<file path="src/hw/rtl/pmb_pkg.sv">
// shared constants and pipeline types of the projection matrix builder
package pmb_pkg;

  localparam int VALUE_WIDTH   = 32;
  localparam int FRACTION_BITS = 16;
  localparam int QW            = VALUE_WIDTH + 1;
  localparam int DW            = VALUE_WIDTH + 1;
  localparam int NW            = 2 * VALUE_WIDTH;
  localparam int NSW           = 2 * VALUE_WIDTH + 2;
  localparam int LANES         = 6;
  localparam int PAIRS         = 3;
  localparam int W_WIDTH       = 17;

  localparam logic [W_WIDTH-1:0] W_ONE = W_WIDTH'(1 << FRACTION_BITS);

  localparam logic OP_FRUSTUM = 1'b0;
  localparam logic OP_ORTHO   = 1'b1;

  typedef struct packed {
    logic [DW-1:0] rem;
    logic [QW-1:0] num;
    logic [QW-1:0] quo;
    logic          neg;
    logic          ovf;
  } pmb_lane_t;

  typedef struct packed {
    logic                      valid;
    logic                      op;
    logic                      degen;
    logic [PAIRS-1:0][DW-1:0]  dvs;
    pmb_lane_t [LANES-1:0]     lane;
  } pmb_stage_t;

endpackage

</file>
<file path="src/hw/rtl/pmb_cell.sv">
// one restoring division step for all six lanes
module pmb_cell
  import pmb_pkg::*;
(
  input  logic       clk,
  input  logic       rst,
  input  pmb_stage_t din,
  output pmb_stage_t dout
);

  logic [DW:0]   trial [LANES];
  logic          fits  [LANES];
  pmb_lane_t     lane_next [LANES];

  always_comb begin
    for (int i = 0; i < LANES; i++) begin
      trial[i] = {din.lane[i].rem, din.lane[i].num[QW-1]};
      fits[i]  = trial[i] >= {1'b0, din.dvs[i >> 1]};
      lane_next[i]     = din.lane[i];
      lane_next[i].num = {din.lane[i].num[QW-2:0], 1'b0};
      lane_next[i].quo = {din.lane[i].quo[QW-2:0], fits[i]};
      lane_next[i].rem = fits[i] ? DW'(trial[i] - {1'b0, din.dvs[i >> 1]})
                                 : DW'(trial[i]);
    end
  end

  always_ff @(posedge clk) begin
    if (rst) begin
      dout.valid <= 1'b0;
    end else begin
      dout.valid <= din.valid;
    end
  end

  always_ff @(posedge clk) begin
    dout.op    <= din.op;
    dout.degen <= din.degen;
    dout.dvs   <= din.dvs;
    for (int i = 0; i < LANES; i++) begin
      dout.lane[i] <= lane_next[i];
    end
  end

endmodule

</file>
<file path="config.mk">
export PLATFORM = sky130hd
export DESIGN_NAME = pmb_cell
export DESIGN_NICKNAME = d
export VERILOG_FILES = /design/src/hw/rtl/pmb_pkg.sv /design/src/hw/rtl/pmb_cell.sv
export SDC_FILE = /design/constraint.sdc
export NUM_CORES = 1
export LEC_CHECK = 0
export BUFFER_PORTS_ARGS = -buffer_cell sky130_fd_sc_hd__buf_2
export CAP_MARGIN = 20
export CORE_AREA = 4 4 558 560
export CTS_CLUSTER_SIZE = 10
export DETAILED_ROUTE_END_ITERATION = 8
export DIE_AREA = 0 0 562 564
export PLACE_DENSITY = 0.3
export SLEW_MARGIN = 20
export SYNTH_ARGS = -nofsm -noshare
export SYNTH_HDL_FRONTEND = slang
export SYNTH_SLANG_ARGS = --single-unit
</file>
<file path="constraint.sdc">
create_clock -name clk -period 3.92 [get_ports clk]
set_input_delay 0.784 -clock clk [delete_from_list [all_inputs] [get_ports clk]]
set_output_delay 0.784 -clock clk [all_outputs]
set_load 0.05 [all_outputs]
</file>
==> flow_summary.toml <==
[timing]
fin_ws_ns = 0.189
rsz0062_at_grt = "false"
drv_slew = 0
finalHoldViolations = 0
finalCritPeriodShare_pct = 95.2
relSlewSlack_pct = 55.3
setup_viol = 0
timing.fmax_ghz = 0.268
final.min_clock_period_ns = 3.73
setup_tns_ns = 0
worstMarginPinSlew_ns = 0.676

[placed_design]
pre_cts_ws_ns = -0.570
numPortBuffers = 1405
dp.cells = 8407
gp_congestion = 0.864
placed_cell_area_um2 = 41200
hpwlAfterDp_um = 191000

[floorplan]
std_cell_rows = 203
initial_utilization_pct = 8.66
ios = 1418
coreArea_um2 = 306000
die_area_um2 = 317000
die-width_um = 562
dieHeight_um = 564

[setup_path]
worstPathMaxFanout = 3
cp_top_family = "compound AO/OA/AOI/OAI gates"
crit_path_cell_trace = "dlygate4sd3_1 > buf_2 > inv_1 > ha_1 > a2111oi_4 > a2111oi_1 > a2111oi_2 > nor3_1 > a211o_1 > a2111o_1 > a31oi_2 > xnor2_1 > mux2_2"
setup.worst_path.start_class = "primary input"
slowest_delay_ns = 0.54
path_depth = 13
cp.required_ns = 4.61
crit_start = "din[643]"
critPathSlowestCell = "dlygate4sd3_1"
cp.arrival_ns = 4.42
worstSetupPathType = "in -> reg"
critPathBufInv = 3
end_kind = "flip-flop"

[logic_synthesis]
synth-compound-area-share_pct = 16.9
synthArstFlopShare_pct = 0
yosysUniqueCellTypes = 76
synthesis.area_um2 = 26500
yosys.area_share.adder_pct = 9.81
dominantRegCellSynth = "dfxtp_1"
synth.area.mux_share_pct = 1.14
ys_seq_area_share_pct = 53.1
syn_avg_cell_area_um2 = 10.1
yosys.area_share.simple_pct = 9.91
synth_edf_count = 0
yosys_warnings = 0
ys_ff_latch = 702
synth_top_family_by_area = "compound AO/OA/AOI/OAI gates"
synthCells = 2612
synth_xor_area_share_pct = 5.66

[job]
maxCapViolCount = 0

[layout]
top_register = "dout"
layout.nets = 5651
largest_register_ffs = 702
stdcell_count = 8934
fill_cells = 34900
finalCoreUtilization_pct = 15.7
fin_area_um2 = 48100
drive_gt1_share_pct = 41.3
syn2layout_area_growth_pct = 81.7
reg_top3 = "dout (702)"

[clock_network]
clkTransAtPathRegs_ns = 0.06
clkSinkCount = 702
numCtsBuffers = 104
cts_tree = "built"
root_buffer = "clkbuf_16"
clk_path_buf_depth = 4
htreeDepth = 3

[drt]
post_drt_wl_per_cell_um = 24.4
dr.pass1.iters = 5
routed-via-count = 27900
route.detailed.drc = 0
drtIter0Drc = 1237
postRouteAntennaNets = 0
vias_per_cell = 3.12
drt_wl_total_um = 218000

[global_routing]
grtUsageTotal_pct = 13.1
antenna_found_initial = 140
grt-ovfl-total = 0
grt_max_degree = 35
first_global_vias = 29900
grt_pass1_wl_um = 279000

[pwr]
ir_drop_uv = 349
powerDensity_nw_per_um2 = 535
leakage_uw = 0.0222

[min_path]
min_from = "din[703]"
hp-class = "in -> reg"
holdPathStages = 1

[run_status]
status = "finished clean"
[routing by layer]
metal | routed length [um] | GRT usage [%] | up-vias | part of all wire, %
met5 | 414 | 0 | - | 0.19
met4 | 6870 | 3.68 | 66 | 3.2
met3 | 17600 | 4.32 | 319 | 8.1
met2 | 117000 | 25.4 | 1168 | 54
met1 | 76100 | 13.1 | 12900 | 35
li1 | - | - | 13400 | -
[Yosys cell counts, types with 12 or more instances]
cell,n,area [um2]
nand3_1,39,195
inv_1,147,552
o21ai_1,18,90.1
a21o_1,94,706
ha_1,198,2480
a211oi_1,21,158
a31oi_1,23,144
o31ai_1,13,97.6
nand4_1,33,206
nor3_1,19,95.1
nor2b_1,23,144
o21ai_0,193,966
nand2b_1,27,169
clkbuf_1,45,169
buf_2,16,80.1
nand2_1,221,830
o211ai_1,12,90.1
o21a_1,21,158
and3_1,25,156
xor2_1,72,631
mux2_2,24,270
xnor2_1,99,867
nor2_1,145,544
dfxtp_1,702,14100
o21bai_1,26,195
a21oi_1,201,1010
[layout make-up]
cell class,count,area (um2),share of cell area [%]
antenna,26,65.1,0.135
clock buffer,134,2870,5.96
clock inverter,43,674,1.40
inverter,147,552,1.15
multi-input combinational,1693,11600,24.1
sequential,702,14100,29.2
tap,4100,5130,10.7
timing repair buffer,2089,13200,27.4
[power breakdown]
group / total [uW] / internal, uW / leakage, uW / switching (uW)
combinational: 7500 / 2250 / 0.0145 / 5250
clock: 10100 / 6120 / 0.00172 / 3930
sequential: 8170 / 7860 / 0.00592 / 306
total: 25700 / 16200 / 0.0222 / 9490
[layout by cell type (no fill, tap or decap), types with 15 or more instances in the layout]
cell type         n
a211oi_1         21
a21o_1           94
a21oi_1         201
a31oi_1          22
and3_1           25
buf_12           17
buf_2          1405
buf_4           343
bufinv_16        15
clkbuf_1         16
clkbuf_16       105
dfxtp_1         702
diode_2          26
dlygate4sd3_1   324
ha_1            198
inv_1           147
mux2_2           24
nand2_1         221
nand2b_1         27
nand3_1          39
nand4_1          33
nor2_1          145
nor2b_1          23
nor3_1           19
o21a_1           21
o21ai_0         192
o21ai_1          18
o21bai_1         26
xnor2_1          99
xor2_1           72
[per-stage QoR]
| step | total power, uW | hold WS, ns |
|---|---|---|
| after floorplan | 12500 | 0.812 |
| after global placement | 15800 | 0.886 |
| after detailed placement | 15700 | 0.888 |
| after CTS | 26400 | 0.00142 |
| after global routing | 27000 | 0.0331 |
| final | 25700 | 0.0985 |
[kinds of logic after synthesis]
group	count (synthesis)
flops	702
buf+inv	222
fa+ha+maj	204
compound gates	712
xor+xnor	171
other cells	1
mux	27
simple gates	573
[timing repair]
item | in CTS | in global routing
gates resized for setup | 0 | 4
endpoints found under the setup margin | 0 | 5
hold endpoints to repair | 324 | 0
hold buffers | 324 | 0
setup buffers | 0 | 0
[final timing paths]
path                           endpoint  slack [ns]
worst min-delay path  dout[703]$_DFF_P_         0.1
worst max-delay path  dout[400]$_DFF_P_        0.19
Note: power is estimated with default switching activity, not from simulation.
