File: src/hw/rtl/pmb_pkg.sv
// shared constants and pipeline types of the projection matrix builder
package pmb_pkg;

  localparam int VALUE_WIDTH   = 32;
  localparam int FRACTION_BITS = 16;
  localparam int QW            = VALUE_WIDTH + 1;
  localparam int DW            = VALUE_WIDTH + 1;
  localparam int NW            = 2 * VALUE_WIDTH;
  localparam int NSW           = 2 * VALUE_WIDTH + 2;
  localparam int LANES         = 6;
  localparam int PAIRS         = 3;
  localparam int W_WIDTH       = 17;

  localparam logic [W_WIDTH-1:0] W_ONE = W_WIDTH'(1 << FRACTION_BITS);

  localparam logic OP_FRUSTUM = 1'b0;
  localparam logic OP_ORTHO   = 1'b1;

  typedef struct packed {
    logic [DW-1:0] rem;
    logic [QW-1:0] num;
    logic [QW-1:0] quo;
    logic          neg;
    logic          ovf;
  } pmb_lane_t;

  typedef struct packed {
    logic                      valid;
    logic                      op;
    logic                      degen;
    logic [PAIRS-1:0][DW-1:0]  dvs;
    pmb_lane_t [LANES-1:0]     lane;
  } pmb_stage_t;

endpackage

File: src/hw/rtl/pmb_back.sv
// saturation and matrix entry assembly
module pmb_back
  import pmb_pkg::*;
(
  input  logic                          clk,
  input  logic                          rst,
  input  pmb_stage_t                    din,
  output logic                          done,
  output logic signed [VALUE_WIDTH-1:0] x_scale,
  output logic signed [VALUE_WIDTH-1:0] y_scale,
  output logic signed [VALUE_WIDTH-1:0] x_skew,
  output logic signed [VALUE_WIDTH-1:0] y_skew,
  output logic signed [VALUE_WIDTH-1:0] depth_scale,
  output logic signed [W_WIDTH-1:0]     w_from_z,
  output logic signed [VALUE_WIDTH-1:0] x_offset,
  output logic signed [VALUE_WIDTH-1:0] y_offset,
  output logic signed [VALUE_WIDTH-1:0] depth_offset,
  output logic [W_WIDTH-1:0]            w_constant,
  output logic                          degenerate
);

  localparam logic [VALUE_WIDTH-1:0] SMAX = {1'b0, {(VALUE_WIDTH - 1){1'b1}}};
  localparam logic [VALUE_WIDTH-1:0] SMIN = {1'b1, {(VALUE_WIDTH - 1){1'b0}}};

  logic [VALUE_WIDTH-1:0] sat [LANES];
  logic [QW-1:0]          negq [LANES];
  logic                   pos_big, neg_big;
  logic                   fr;
  logic                   dz;

  always_comb begin
    pos_big = 1'b0;
    neg_big = 1'b0;
    for (int i = 0; i < LANES; i++) begin
      negq[i] = QW'(0) - din.lane[i].quo;
      pos_big = din.lane[i].ovf || (din.lane[i].quo[QW-1:VALUE_WIDTH-1] != '0);
      neg_big = din.lane[i].ovf || din.lane[i].quo[QW-1] ||
                (din.lane[i].quo[VALUE_WIDTH-1] && (din.lane[i].quo[VALUE_WIDTH-2:0] != '0));
      if (din.lane[i].neg) begin
        sat[i] = neg_big ? SMIN : negq[i][VALUE_WIDTH-1:0];
      end else begin
        sat[i] = pos_big ? SMAX : din.lane[i].quo[VALUE_WIDTH-1:0];
      end
    end
  end

  assign fr = (din.op == OP_FRUSTUM);
  assign dz = din.degen;

  always_ff @(posedge clk) begin
    if (rst) begin
      done <= 1'b0;
    end else begin
      done <= din.valid;
    end
  end

  always_ff @(posedge clk) begin
    degenerate   <= dz;
    x_scale      <= dz ? '0 : sat[0];
    y_scale      <= dz ? '0 : sat[2];
    x_skew       <= (dz || !fr) ? '0 : sat[1];
    y_skew       <= (dz || !fr) ? '0 : sat[3];
    x_offset     <= (dz || fr) ? '0 : sat[1];
    y_offset     <= (dz || fr) ? '0 : sat[3];
    depth_scale  <= dz ? '0 : sat[4];
    depth_offset <= dz ? '0 : sat[5];
    w_from_z     <= (dz || !fr) ? '0 : W_ONE;
    w_constant   <= (dz || fr) ? '0 : W_ONE;
  end

endmodule

File: config.mk
export PLATFORM = sky130hd
export DESIGN_NAME = pmb_back
export DESIGN_NICKNAME = d
export VERILOG_FILES = /design/src/hw/rtl/pmb_pkg.sv /design/src/hw/rtl/pmb_back.sv
export SDC_FILE = /design/constraint.sdc
export NUM_CORES = 1
export LEC_CHECK = 0
export CORE_AREA = 2 2 390 392
export CTS_BUF_LIST = sky130_fd_sc_hd__clkbuf_4
export CTS_CLUSTER_DIAMETER = 60
export DETAILED_ROUTE_END_ITERATION = 10
export DIE_AREA = 0 0 392 394
export DONT_BUFFER_PORTS = 1
export GPL_ROUTABILITY_DRIVEN = 0
export PLACE_DENSITY = 0.32
export SLEW_MARGIN = 10
export SYNTH_ARGS = -nofsm -noshare
export SYNTH_HDL_FRONTEND = slang
export SYNTH_SLANG_ARGS = --single-unit
File: constraint.sdc
create_clock -name clk -period 2.9 [get_ports clk]
set_input_delay 0.29 -clock clk [delete_from_list [all_inputs] [get_ports clk]]
set_output_delay 0.29 -clock clk [all_outputs]
set_load 0.005 [all_outputs]
==> flow_summary.yaml <==
outcome:
  status: "finished with violations"
  violations: "setup timing"
finish:
  final_cell_mix: "dlygate4sd3_1, dfxtp_1, nor2_1"
  layout.nets: 2890
  final_common_cell: "dlygate4sd3_1"
  n_fill_cell: 17400
  post-route-util_pct: 14.4
  multi_input_area_um2: 6990
  design_area_um2: 21700
  area_growth_pct: 69.2
  drive_gt1_share_pct: 13.8
  regArea_um2: 5200
routing:
  post_drt_via_cell_ratio: 3.56
  final_antenna_net_count: 0
  wl_per_cell_um: 21.7
  detail_route.first_pass.iterations: 5
  drc: 0
  wirelength_um: 92700
  drt_iter0_drc: 759
  vias: 15200
sta:
  clock.fmax_mhz: 336
  period_share_pct: 103
  rsz0062_at_grt: "false"
  fin_ws_ns: -0.0805
  finalHoldViolations: 0
  whs_ns: 0.202
  fin_crit_ns: 2.98
  maxSlewViolCount: 0
  tightest_slew_ns: 1.02
  slew_headroom_pct: 31.7
  finalSetupViolCount: 17
clocking:
  cts_num_sinks: 260
  cts_tree: "yes"
  path_clk_slew_ns: 0.06
  numCtsBuffers: 90
  cts_root_buf: "clkbuf_4"
  clock_path_buffers: 3
  cts_max_level: 3
critical_path:
  worst-path-max-fanout: 6
  endpoint_kind: "flop"
  setup.worst_path.start_class: "primary input"
  cp.required_ns: 3.69
  arrival_ns: 3.77
  path_class: "primary input to flop"
pwr:
  max-vdd-ir-drop_uv: 274
  power_frac_clock_pct: 41.3
  combPwrFrac_pct: 16.3
  power.internal_mw: 6.41
  leakage_nw: 7.99
  switching_share_pct: 31.9
  seqPwrFrac_pct: 42.4
  power_switching_mw: 3.00
  total_power_mw: 9.42
  power.density_nw_per_um2: 433
grt:
  overflow: 0
  grt_max_degree: 64
  first_global_vias: 15300
  grt_pass1_wl_um: 126000
  grtUsageTotal_pct: 11.8
  antenna_found_initial: 32
job:
  max_cap_violations: 0
die:
  dieArea_um2: 154000
  start_util_pct: 8.52
  die_h_um: 394
  top_level_ports: 1002
  core_area_um2: 151000
  core.rowCount: 143
  dieWidth_um: 392
synth:
  synthCells: 1615
  ys_ff_latch: 260
  synth_edf_count: 0
  ys_types: 77
  synth-async-reset-ratio_pct: 0
  ys.flop_type: "dfxtp_1"
  syn_avg_cell_area_um2: 7.95
  ys_seq_area_share_pct: 40.5
  synth_area_um2: 12800
  yosysWarnings: 0
worst_hold_path:
  hp-class: "primary input to flop"
placement:
  place_area_um2: 15600
  port_buffers: 0
  pre_cts_ws_ns: 0.0824
  dpl.hpwl_um: 69300
worst paths after layout:
| kind | start | to | slack (ns) | depth (start not counted) |
|---|---|---|---|---|
| setup / recovery | din[327] | y_skew[24]$_SDFF_PN0_ | -0.08 | 8 |
| hold / removal | din[229] | y_scale[27]$_SDFF_PP0_ | 0.20 | 5 |
layout make-up:
cell class | count | share of cell area [%]
multi-input combinational | 1192 | 32.2
timing repair buffer | 593 | 26.6
sequential | 260 | 24.0
tap | 2030 | 11.7
clock buffer | 120 | 4.15
clock inverter | 30 | 0.645
inverter | 37 | 0.639
antenna | 14 | 0.161
per-layer routing:
metal / track usage, % / part of all wire (%) / up-vias
met3: 7.85 / 14 / 154
met5: 0 / 0.25 / -
met1: 13.8 / 41 / 7244
met2: 16.7 / 41 / 631
li1: - / - / 7142
met4: 4.55 / 3.8 / 36
stage by stage:
| stage | TNS, ns | cells |
|---|---|---|
| 6_report | -0.521 | 4276 |
| 5_1_grt | 0 | 4269 |
| 4_1_cts | 0 | 4250 |
| 3_5_place_dp | 0 | 3617 |
| 3_3_place_gp | 0 | 3617 |
| 2_1_floorplan | 0 | 1646 |
power groups by stage:
stage	logic (mW)	registers, mW	clock network (mW)
floorplan	0.558	3.92	0
global placement	0.720	4.10	0
detailed placement	0.717	4.09	0
CTS	1.53	4.02	4.19
global route	1.67	4.03	4.36
finish	1.53	4.00	3.89
sequential cells by signal (all words and copies together) (netlist names):
register	cells
degenerate	1
depth_offset	32
depth_scale	32
done	1
w_constant	1
w_from_z	1
x_offset	32
x_scale	32
x_skew	32
y_offset	32
y_scale	32
y_skew	32
timing repair:
item | 4_1_cts | 5_1_grt
endpoints found under the hold margin | 259 | 1
resized for setup | 0 | 23
endpoints found under the setup margin | 0 | 28
hold buffers | 483 | 1
buffers inserted | 0 | 11
critical path, stage by stage:
cell	delay, ns
dlygate4sd3_1	0.66
or4_4	0.63
nor4_1	0.23
dlygate4sd3_1	0.61
and4_1	0.25
o21ai_2	0.08
dlygate4sd3_1	0.60
a211oi_1	0.40
cell families after synthesis:
kind of cell / count (synthesis) / synth area share, %
mux: 9 / 0.711
buf+inv: 194 / 6.88
fa+ha+maj: 6 / 0.585
compound gates: 428 / 22.1
flops: 260 / 40.5
xor+xnor: 9 / 0.614
other cells: 1 / 0.0292
simple gates: 708 / 28.6
Yosys cell counts (5+ instances only):
| cell | instances | share of area, % |
|---|---|---|
| nand2_1 | 91 | 2.7 |
| o311ai_0 | 10 | 0.68 |
| ha_1 | 6 | 0.58 |
| or4_1 | 31 | 1.8 |
| a31o_2 | 8 | 0.55 |
| dfxtp_1 | 260 | 41 |
| clkbuf_1 | 106 | 3.1 |
| o21bai_1 | 5 | 0.29 |
| nand4b_1 | 10 | 0.68 |
| o21ai_0 | 45 | 1.8 |
| nor2_1 | 237 | 6.9 |
| nand4_1 | 36 | 1.8 |
| o31ai_1 | 8 | 0.47 |
| nor4_1 | 41 | 2.0 |
| a21oi_1 | 149 | 5.8 |
| mux2i_1 | 8 | 0.62 |
| nor3_1 | 81 | 3.2 |
| a311oi_1 | 46 | 3.1 |
| a211oi_1 | 35 | 2.0 |
| inv_1 | 36 | 1.1 |
| buf_4 | 33 | 1.9 |
| or3_1 | 28 | 1.4 |
| nand3b_1 | 16 | 0.94 |
| o31a_1 | 5 | 0.34 |
| a41oi_1 | 15 | 1.0 |
| nor2b_1 | 5 | 0.24 |
| xnor2_1 | 9 | 0.61 |
| buf_2 | 13 | 0.51 |
| o22ai_1 | 35 | 1.7 |
| or2_2 | 5 | 0.24 |
| a21o_1 | 6 | 0.35 |
| a31oi_1 | 21 | 1.0 |
| nand2b_1 | 17 | 0.83 |
| nor4b_1 | 5 | 0.34 |
| and3_1 | 14 | 0.68 |
| nand3_1 | 57 | 2.2 |
| o211ai_1 | 6 | 0.35 |
(Power assumes the default switching activity.)
