<file path="config.mk">
export PLATFORM = sky130hd
export DESIGN_NAME = pmb_front
export DESIGN_NICKNAME = d
export VERILOG_FILES = /design/src/hw/rtl/pmb_pkg.sv /design/src/hw/rtl/pmb_front.sv
export SDC_FILE = /design/constraint.sdc
export NUM_CORES = 2
export LEC_CHECK = 0
export BUFFER_PORTS_ARGS = -buffer_cell sky130_fd_sc_hd__buf_4
export CORE_ASPECT_RATIO = 0.7
export CORE_MARGIN = 2
export CORE_UTILIZATION = 61
export DETAILED_ROUTE_END_ITERATION = 16
export MAX_ROUTING_LAYER = met4
export PLACE_DENSITY = 0.82
export SLEW_MARGIN = 20
export SYNTH_ARGS = -nofsm -noshare
export SYNTH_HDL_FRONTEND = slang
export SYNTH_SLANG_ARGS = --single-unit
</file>
<file path="constraint.sdc">
create_clock -name clk -period 11.86 [get_ports clk]
set_input_delay 2.372 -clock clk [delete_from_list [all_inputs] [get_ports clk]]
set_output_delay 2.372 -clock clk [all_outputs]
set_load 0.05 [all_outputs]
</file>
<file path="src/hw/rtl/pmb_pkg.sv">
// shared constants and pipeline types of the projection matrix builder
package pmb_pkg;

  localparam int VALUE_WIDTH   = 32;
  localparam int FRACTION_BITS = 16;
  localparam int QW            = VALUE_WIDTH + 1;
  localparam int DW            = VALUE_WIDTH + 1;
  localparam int NW            = 2 * VALUE_WIDTH;
  localparam int NSW           = 2 * VALUE_WIDTH + 2;
  localparam int LANES         = 6;
  localparam int PAIRS         = 3;
  localparam int W_WIDTH       = 17;

  localparam logic [W_WIDTH-1:0] W_ONE = W_WIDTH'(1 << FRACTION_BITS);

  localparam logic OP_FRUSTUM = 1'b0;
  localparam logic OP_ORTHO   = 1'b1;

  typedef struct packed {
    logic [DW-1:0] rem;
    logic [QW-1:0] num;
    logic [QW-1:0] quo;
    logic          neg;
    logic          ovf;
  } pmb_lane_t;

  typedef struct packed {
    logic                      valid;
    logic                      op;
    logic                      degen;
    logic [PAIRS-1:0][DW-1:0]  dvs;
    pmb_lane_t [LANES-1:0]     lane;
  } pmb_stage_t;

endpackage

</file>
<file path="src/hw/rtl/pmb_front.sv">
// front pipeline: edge differences, numerators, magnitudes, overflow check
module pmb_front
  import pmb_pkg::*;
(
  input  logic                          clk,
  input  logic                          rst,
  input  logic                          take,
  input  logic                          operation,
  input  logic signed [VALUE_WIDTH-1:0] left_edge,
  input  logic signed [VALUE_WIDTH-1:0] right_edge,
  input  logic signed [VALUE_WIDTH-1:0] bottom_edge,
  input  logic signed [VALUE_WIDTH-1:0] top_edge,
  input  logic signed [VALUE_WIDTH-1:0] near_plane,
  input  logic signed [VALUE_WIDTH-1:0] far_plane,
  output pmb_stage_t                    out
);

  localparam logic signed [NSW-1:0] TWO = NSW'(1) << (2 * FRACTION_BITS + 1);

  // stage 1
  logic                          v1, op1, dg1;
  logic signed [VALUE_WIDTH:0]   d1 [PAIRS];
  logic signed [VALUE_WIDTH:0]   rsum1, tsum1, fsum1;
  logic signed [VALUE_WIDTH-1:0] n1;
  logic signed [NW-1:0]          prod1;
  // stage 2
  logic                          v2, op2, dg2;
  logic signed [VALUE_WIDTH:0]   d2 [PAIRS];
  logic signed [NSW-1:0]         num2 [LANES];
  logic signed [NSW-1:0]         num2_next [LANES];
  // stage 3
  logic                          v3, op3, dg3;
  logic [DW-1:0]                 dv3 [PAIRS];
  logic [NW-1:0]                 mag3 [LANES];
  logic                          neg3 [LANES];

  logic signed [VALUE_WIDTH:0] rl, tb, fn;
  logic signed [NSW-1:0]       two_n, rs, ts, fs, p2;
  logic [NSW-1:0]              absn [LANES];
  logic [VALUE_WIDTH:0]        absd [PAIRS];

  assign rl = (VALUE_WIDTH + 1)'(right_edge) - (VALUE_WIDTH + 1)'(left_edge);
  assign tb = (VALUE_WIDTH + 1)'(top_edge) - (VALUE_WIDTH + 1)'(bottom_edge);
  assign fn = (VALUE_WIDTH + 1)'(far_plane) - (VALUE_WIDTH + 1)'(near_plane);

  always_ff @(posedge clk) begin
    if (rst) begin
      v1 <= 1'b0;
      v2 <= 1'b0;
      v3 <= 1'b0;
    end else begin
      v1 <= take;
      v2 <= v1;
      v3 <= v2;
    end
  end

  always_ff @(posedge clk) begin
    op1   <= operation;
    dg1   <= (rl == '0) || (tb == '0) || (fn == '0);
    d1[0] <= rl;
    d1[1] <= tb;
    d1[2] <= fn;
    rsum1 <= (VALUE_WIDTH + 1)'(right_edge) + (VALUE_WIDTH + 1)'(left_edge);
    tsum1 <= (VALUE_WIDTH + 1)'(top_edge) + (VALUE_WIDTH + 1)'(bottom_edge);
    fsum1 <= (VALUE_WIDTH + 1)'(far_plane) + (VALUE_WIDTH + 1)'(near_plane);
    n1    <= near_plane;
    prod1 <= NW'(far_plane) * NW'(near_plane);
  end

  assign two_n = NSW'(n1) <<< (FRACTION_BITS + 1);
  assign rs    = NSW'(rsum1) <<< FRACTION_BITS;
  assign ts    = NSW'(tsum1) <<< FRACTION_BITS;
  assign fs    = NSW'(fsum1) <<< FRACTION_BITS;
  assign p2    = NSW'(prod1) <<< 1;

  always_comb begin
    if (op1 == OP_FRUSTUM) begin
      num2_next[0] = two_n;
      num2_next[1] = rs;
      num2_next[2] = two_n;
      num2_next[3] = ts;
      num2_next[4] = -fs;
      num2_next[5] = -p2;
    end else begin
      num2_next[0] = TWO;
      num2_next[1] = -rs;
      num2_next[2] = TWO;
      num2_next[3] = -ts;
      num2_next[4] = -TWO;
      num2_next[5] = -fs;
    end
  end

  always_ff @(posedge clk) begin
    op2 <= op1;
    dg2 <= dg1;
    d2  <= d1;
    num2 <= num2_next;
  end

  always_comb begin
    for (int i = 0; i < LANES; i++) begin
      absn[i] = num2[i][NSW-1] ? NSW'(-num2[i]) : NSW'(num2[i]);
    end
    for (int p = 0; p < PAIRS; p++) begin
      absd[p] = d2[p][VALUE_WIDTH] ? (VALUE_WIDTH + 1)'(-d2[p]) : (VALUE_WIDTH + 1)'(d2[p]);
    end
  end

  always_ff @(posedge clk) begin
    op3 <= op2;
    dg3 <= dg2;
    for (int p = 0; p < PAIRS; p++) begin
      dv3[p] <= DW'(absd[p]);
    end
    for (int i = 0; i < LANES; i++) begin
      mag3[i] <= absn[i][NW-1:0];
      neg3[i] <= num2[i][NSW-1] ^ d2[i >> 1][VALUE_WIDTH];
    end
  end

  // stage 4: flag a quotient beyond the cell count for saturation, and seed the remainder
  always_ff @(posedge clk) begin
    if (rst) begin
      out.valid <= 1'b0;
    end else begin
      out.valid <= v3;
    end
  end

  always_ff @(posedge clk) begin
    out.op    <= op3;
    out.degen <= dg3;
    for (int p = 0; p < PAIRS; p++) begin
      out.dvs[p] <= dv3[p];
    end
    for (int i = 0; i < LANES; i++) begin
      out.lane[i].ovf <= DW'(mag3[i][NW-1:QW]) >= dv3[i >> 1];
      out.lane[i].rem <= DW'(mag3[i][NW-1:QW]);
      out.lane[i].num <= mag3[i][QW-1:0];
      out.lane[i].quo <= '0;
      out.lane[i].neg <= neg3[i];
    end
  end

endmodule

</file>
==> key figures <==
Clock tree
  • Number of levels the H-tree was split into: 3
  • Cells resized by post-CTS repair: 0
  • Clock tree buffer depth: 3
  • Number of clock sinks: 1,363
  • Number of buffers inserted by post-CTS setup repair: 0
  • Clock latency of the later-clocked register in the worst-skew pair: 0.75 ns
  • Root buffer cell: sky130_fd_sc_hd__clkbuf_16
  • Clock tree from TritonCTS: yes
  • CTS clock-pin slew for the worst setup and hold paths: 0.07 ns
  • Hold buffer count at cts: 0
  • Number of clock buffers inserted by TritonCTS: 116

STA
  • Number of slew-limit violations in the final report: 0
  • Time the worst path needs with I/O delays and setup: 10.71 ns
  • Fmax: 93.4 MHz
  • Final setup slack of the worst path: 1.15 ns
  • Final Skew: 0.0378 ns
  • Slew headroom: 25.9%
  • Final hold violation count: 0
  • Worst-margin pin slew: 1.11 ns
  • Setup repair after global routing missed its margin: false
  • Final Cycle Share: 90.3%
  • Setup Total Neg Slack: 0 ns
  • Setup Viol. Count Final: 0

Cells and area
  • Signed area change from the synthesized netlist to the final layout: 9.76%
  • Share of layout cells above drive strength 1: 9.49%
  • Number of non-filler instances in the completed layout: 11,826
  • Nets: 11,602
  • Final instance area: 99,800 um^2

Setup path
  • Crit path launch type: input port
  • Highest-delay cell along the critical path: sky130_fd_sc_hd__fa_1
  • Category of the most critical setup path: input port to flip-flop
  • Highest cell delay on the worst timing path: 0.56 ns
  • Kind of end point of the critical path: flip-flop
  • Data required time at the worst endpoint: 12.54 ns
  • Arrival time worst endpoint: 11.38 ns
  • Cell with the most instances on the worst path: sky130_fd_sc_hd__fa_1
  • Top fanout value on the critical path: 33

Drt
  • DR vias: 66,266
  • Remaining routing DRC violations: 0
  • TritonRoute pass-1 iters: 6
  • Total routed wirelength: 275,000 um
  • Wirelength per Cell: 23.2 um
  • Detailed Route Iter0 Violations: 5,999
  • DRT antenna net count: 0
  • Vias per Instance: 5.60

Die
  • Starting Density: 61.5%
  • Height of the chip: 327 um
  • Top-level I/O count: 904
  • Die W: 466 um
  • Die outline area: 152,000 um^2
  • Number of cell rows: 118
  • Placeable Area: 148,000 um^2

Logic synthesis
  • Total standard cell area after synthesis: 91,000 um^2
  • Library cell with the highest instance count after synthesis: sky130_fd_sc_hd__inv_1
  • Number of instances in the synthesized netlist: 9,335
  • Top cells by count, synth: sky130_fd_sc_hd__inv_1 (1,447), sky130_fd_sc_hd__dfxtp_1 (1,363), sky130_fd_sc_hd__fa_1 (1,088), sky130_fd_sc_hd__nand2_1 (749), sky130_fd_sc_hd__xnor2_1 (578)
  • Most used DFF post-synth: sky130_fd_sc_hd__dfxtp_1
  • EDFF count, synth: 0
  • Area share of the largest cell type after synthesis: 30.0%
  • Distinct cell type count of the synthesized netlist: 85
  • Synthesized flop and latch total: 1,363
  • Syn Area/Cell: 9.74 um^2
  • Most area-consuming cells after synthesis: sky130_fd_sc_hd__dfxtp_1 (30%), sky130_fd_sc_hd__fa_1 (24%), sky130_fd_sc_hd__ha_1 (7.9%)
  • Largest area contributor in the synthesized netlist: sky130_fd_sc_hd__dfxtp_1
  • Proportion of synthesized chip area in sequential cells: 30.0%
  • Share of flip-flops with an asynchronous set or reset after synthesis: 0%
  • Synth Warn #: 0

Placed design
  • Number of placed instances, taps included: 11,605
  • Global placement routability congestion: 1.03
  • Area after detailed placement: 95,700 um^2
  • Pre-CTS WS: 0.557 ns
  • Detailed Place HPWL: 219,000 um
  • I/O Buffers: 610

GRT
  • GR Layer Usage met1: 49.7%
  • First-pass GRT wire length: 414,000 um
  • Total Routing Usage GR: 37.2%
  • Met2 usage: 54.8%
  • Vias in the first global route: 67,827
  • Number of antenna violations at the first check in global routing: 14
  • Routing layer with the top usage in global route: met2
  • Maximum number of pins on one net before global-route repair: 97
  • Met3 Track Usage GR: 7.88%
  • Residual overflow from global routing: 0

Run
  • Max-cap viol count: 0

Hold path
  • Min-delay worst type: flip-flop to flip-flop

Outcome
  • Result of the run: finished clean
-- stage by stage --
step / util [%] / hold slack (ns)
2_1_floorplan: - / 0.310
4_1_cts: 67.5 / 0.316
6_report: 67.5 / 0.316
3_5_place_dp: 64.7 / 0.312
5_1_grt: 67.5 / 0.324
3_3_place_gp: 64.7 / 0.310
-- area by class of cell --
| class | instances | area (um^2) |
|---|---|---|
| fill | 11521 | 48100 |
| clock buffer | 149 | 3240 |
| sequential | 1363 | 27300 |
| clock inverter | 62 | 860 |
| antenna | 10 | 25.0 |
| inverter | 1450 | 5440 |
| multi-input combinational | 6153 | 55600 |
| tap | 1980 | 2480 |
| timing repair buffer | 659 | 4950 |
-- kinds of logic after synthesis --
group | after synthesis | synth area share [%]
simple gates | 2303 | 12.8
buf+inv | 2126 | 10.2
fa+ha+maj | 1663 | 31.9
flops | 1363 | 30.0
compound gates | 1157 | 8.21
xor+xnor | 702 | 6.76
mux | 20 | 0.234
other cells | 1 | 0.00412
-- final timing paths --
path | slack, ns | startpoint | to | cells after the start
setup reg to reg | 7.08 | num2[10] | mag3[5][61] | 11
hold / removal | 0.32 | mag3[4][30] | out[469] | 0
hold reg to reg | 0.32 | mag3[4][30] | out[469] | 0
setup / recovery | 1.15 | far_plane[10] | prod1[62] | 32
-- critical path: cells and delay by family --
family,cells,cell delay [ns]
buffers and inverters,9,1.17
and+or+nand+nor,2,0.44
adders and majority gates,10,4.70
xor gates and xnor gates,1,0.13
AOI/OAI and AO/OA,10,2.55
-- routing by layer --
metal	part of all wire, %	up-vias	wire (um)
li1	-	29521	-
met3	9.4	645	25700
met2	44	3335	120000
met4	5.2	0	14300
met5	0	-	0
met1	42	32765	114000
-- cells in the final DEF, fill, tap and decap left out, types with 116 or more instances in the layout --
master,n
sky130_fd_sc_hd__a21o_1,121
sky130_fd_sc_hd__and2_1,459
sky130_fd_sc_hd__dfxtp_1,1357
sky130_fd_sc_hd__nor2_1,393
sky130_fd_sc_hd__clkbuf_16,116
sky130_fd_sc_hd__conb_1,308
sky130_fd_sc_hd__nand2_1,749
sky130_fd_sc_hd__xnor2_1,578
sky130_fd_sc_hd__o21ai_0,295
sky130_fd_sc_hd__a21oi_1,275
sky130_fd_sc_hd__ha_1,575
sky130_fd_sc_hd__xor2_1,124
sky130_fd_sc_hd__inv_1,1447
sky130_fd_sc_hd__fa_1,1088
sky130_fd_sc_hd__buf_4,659
sky130_fd_sc_hd__o31ai_1,124
-- sequential cells by signal (all words and copies together), names as in the netlist, 6 cells and up --
register	count
d1	96
d2	97
dv3	97
fsum1	33
mag3	254
n1	32
neg3	6
num2	243
out	366
prod1	64
rsum1	33
tsum1	33
Power is left out: the tool's default activity adds up to more than one toggle a clock period on the data nets, which glitch-free logic cannot reach.
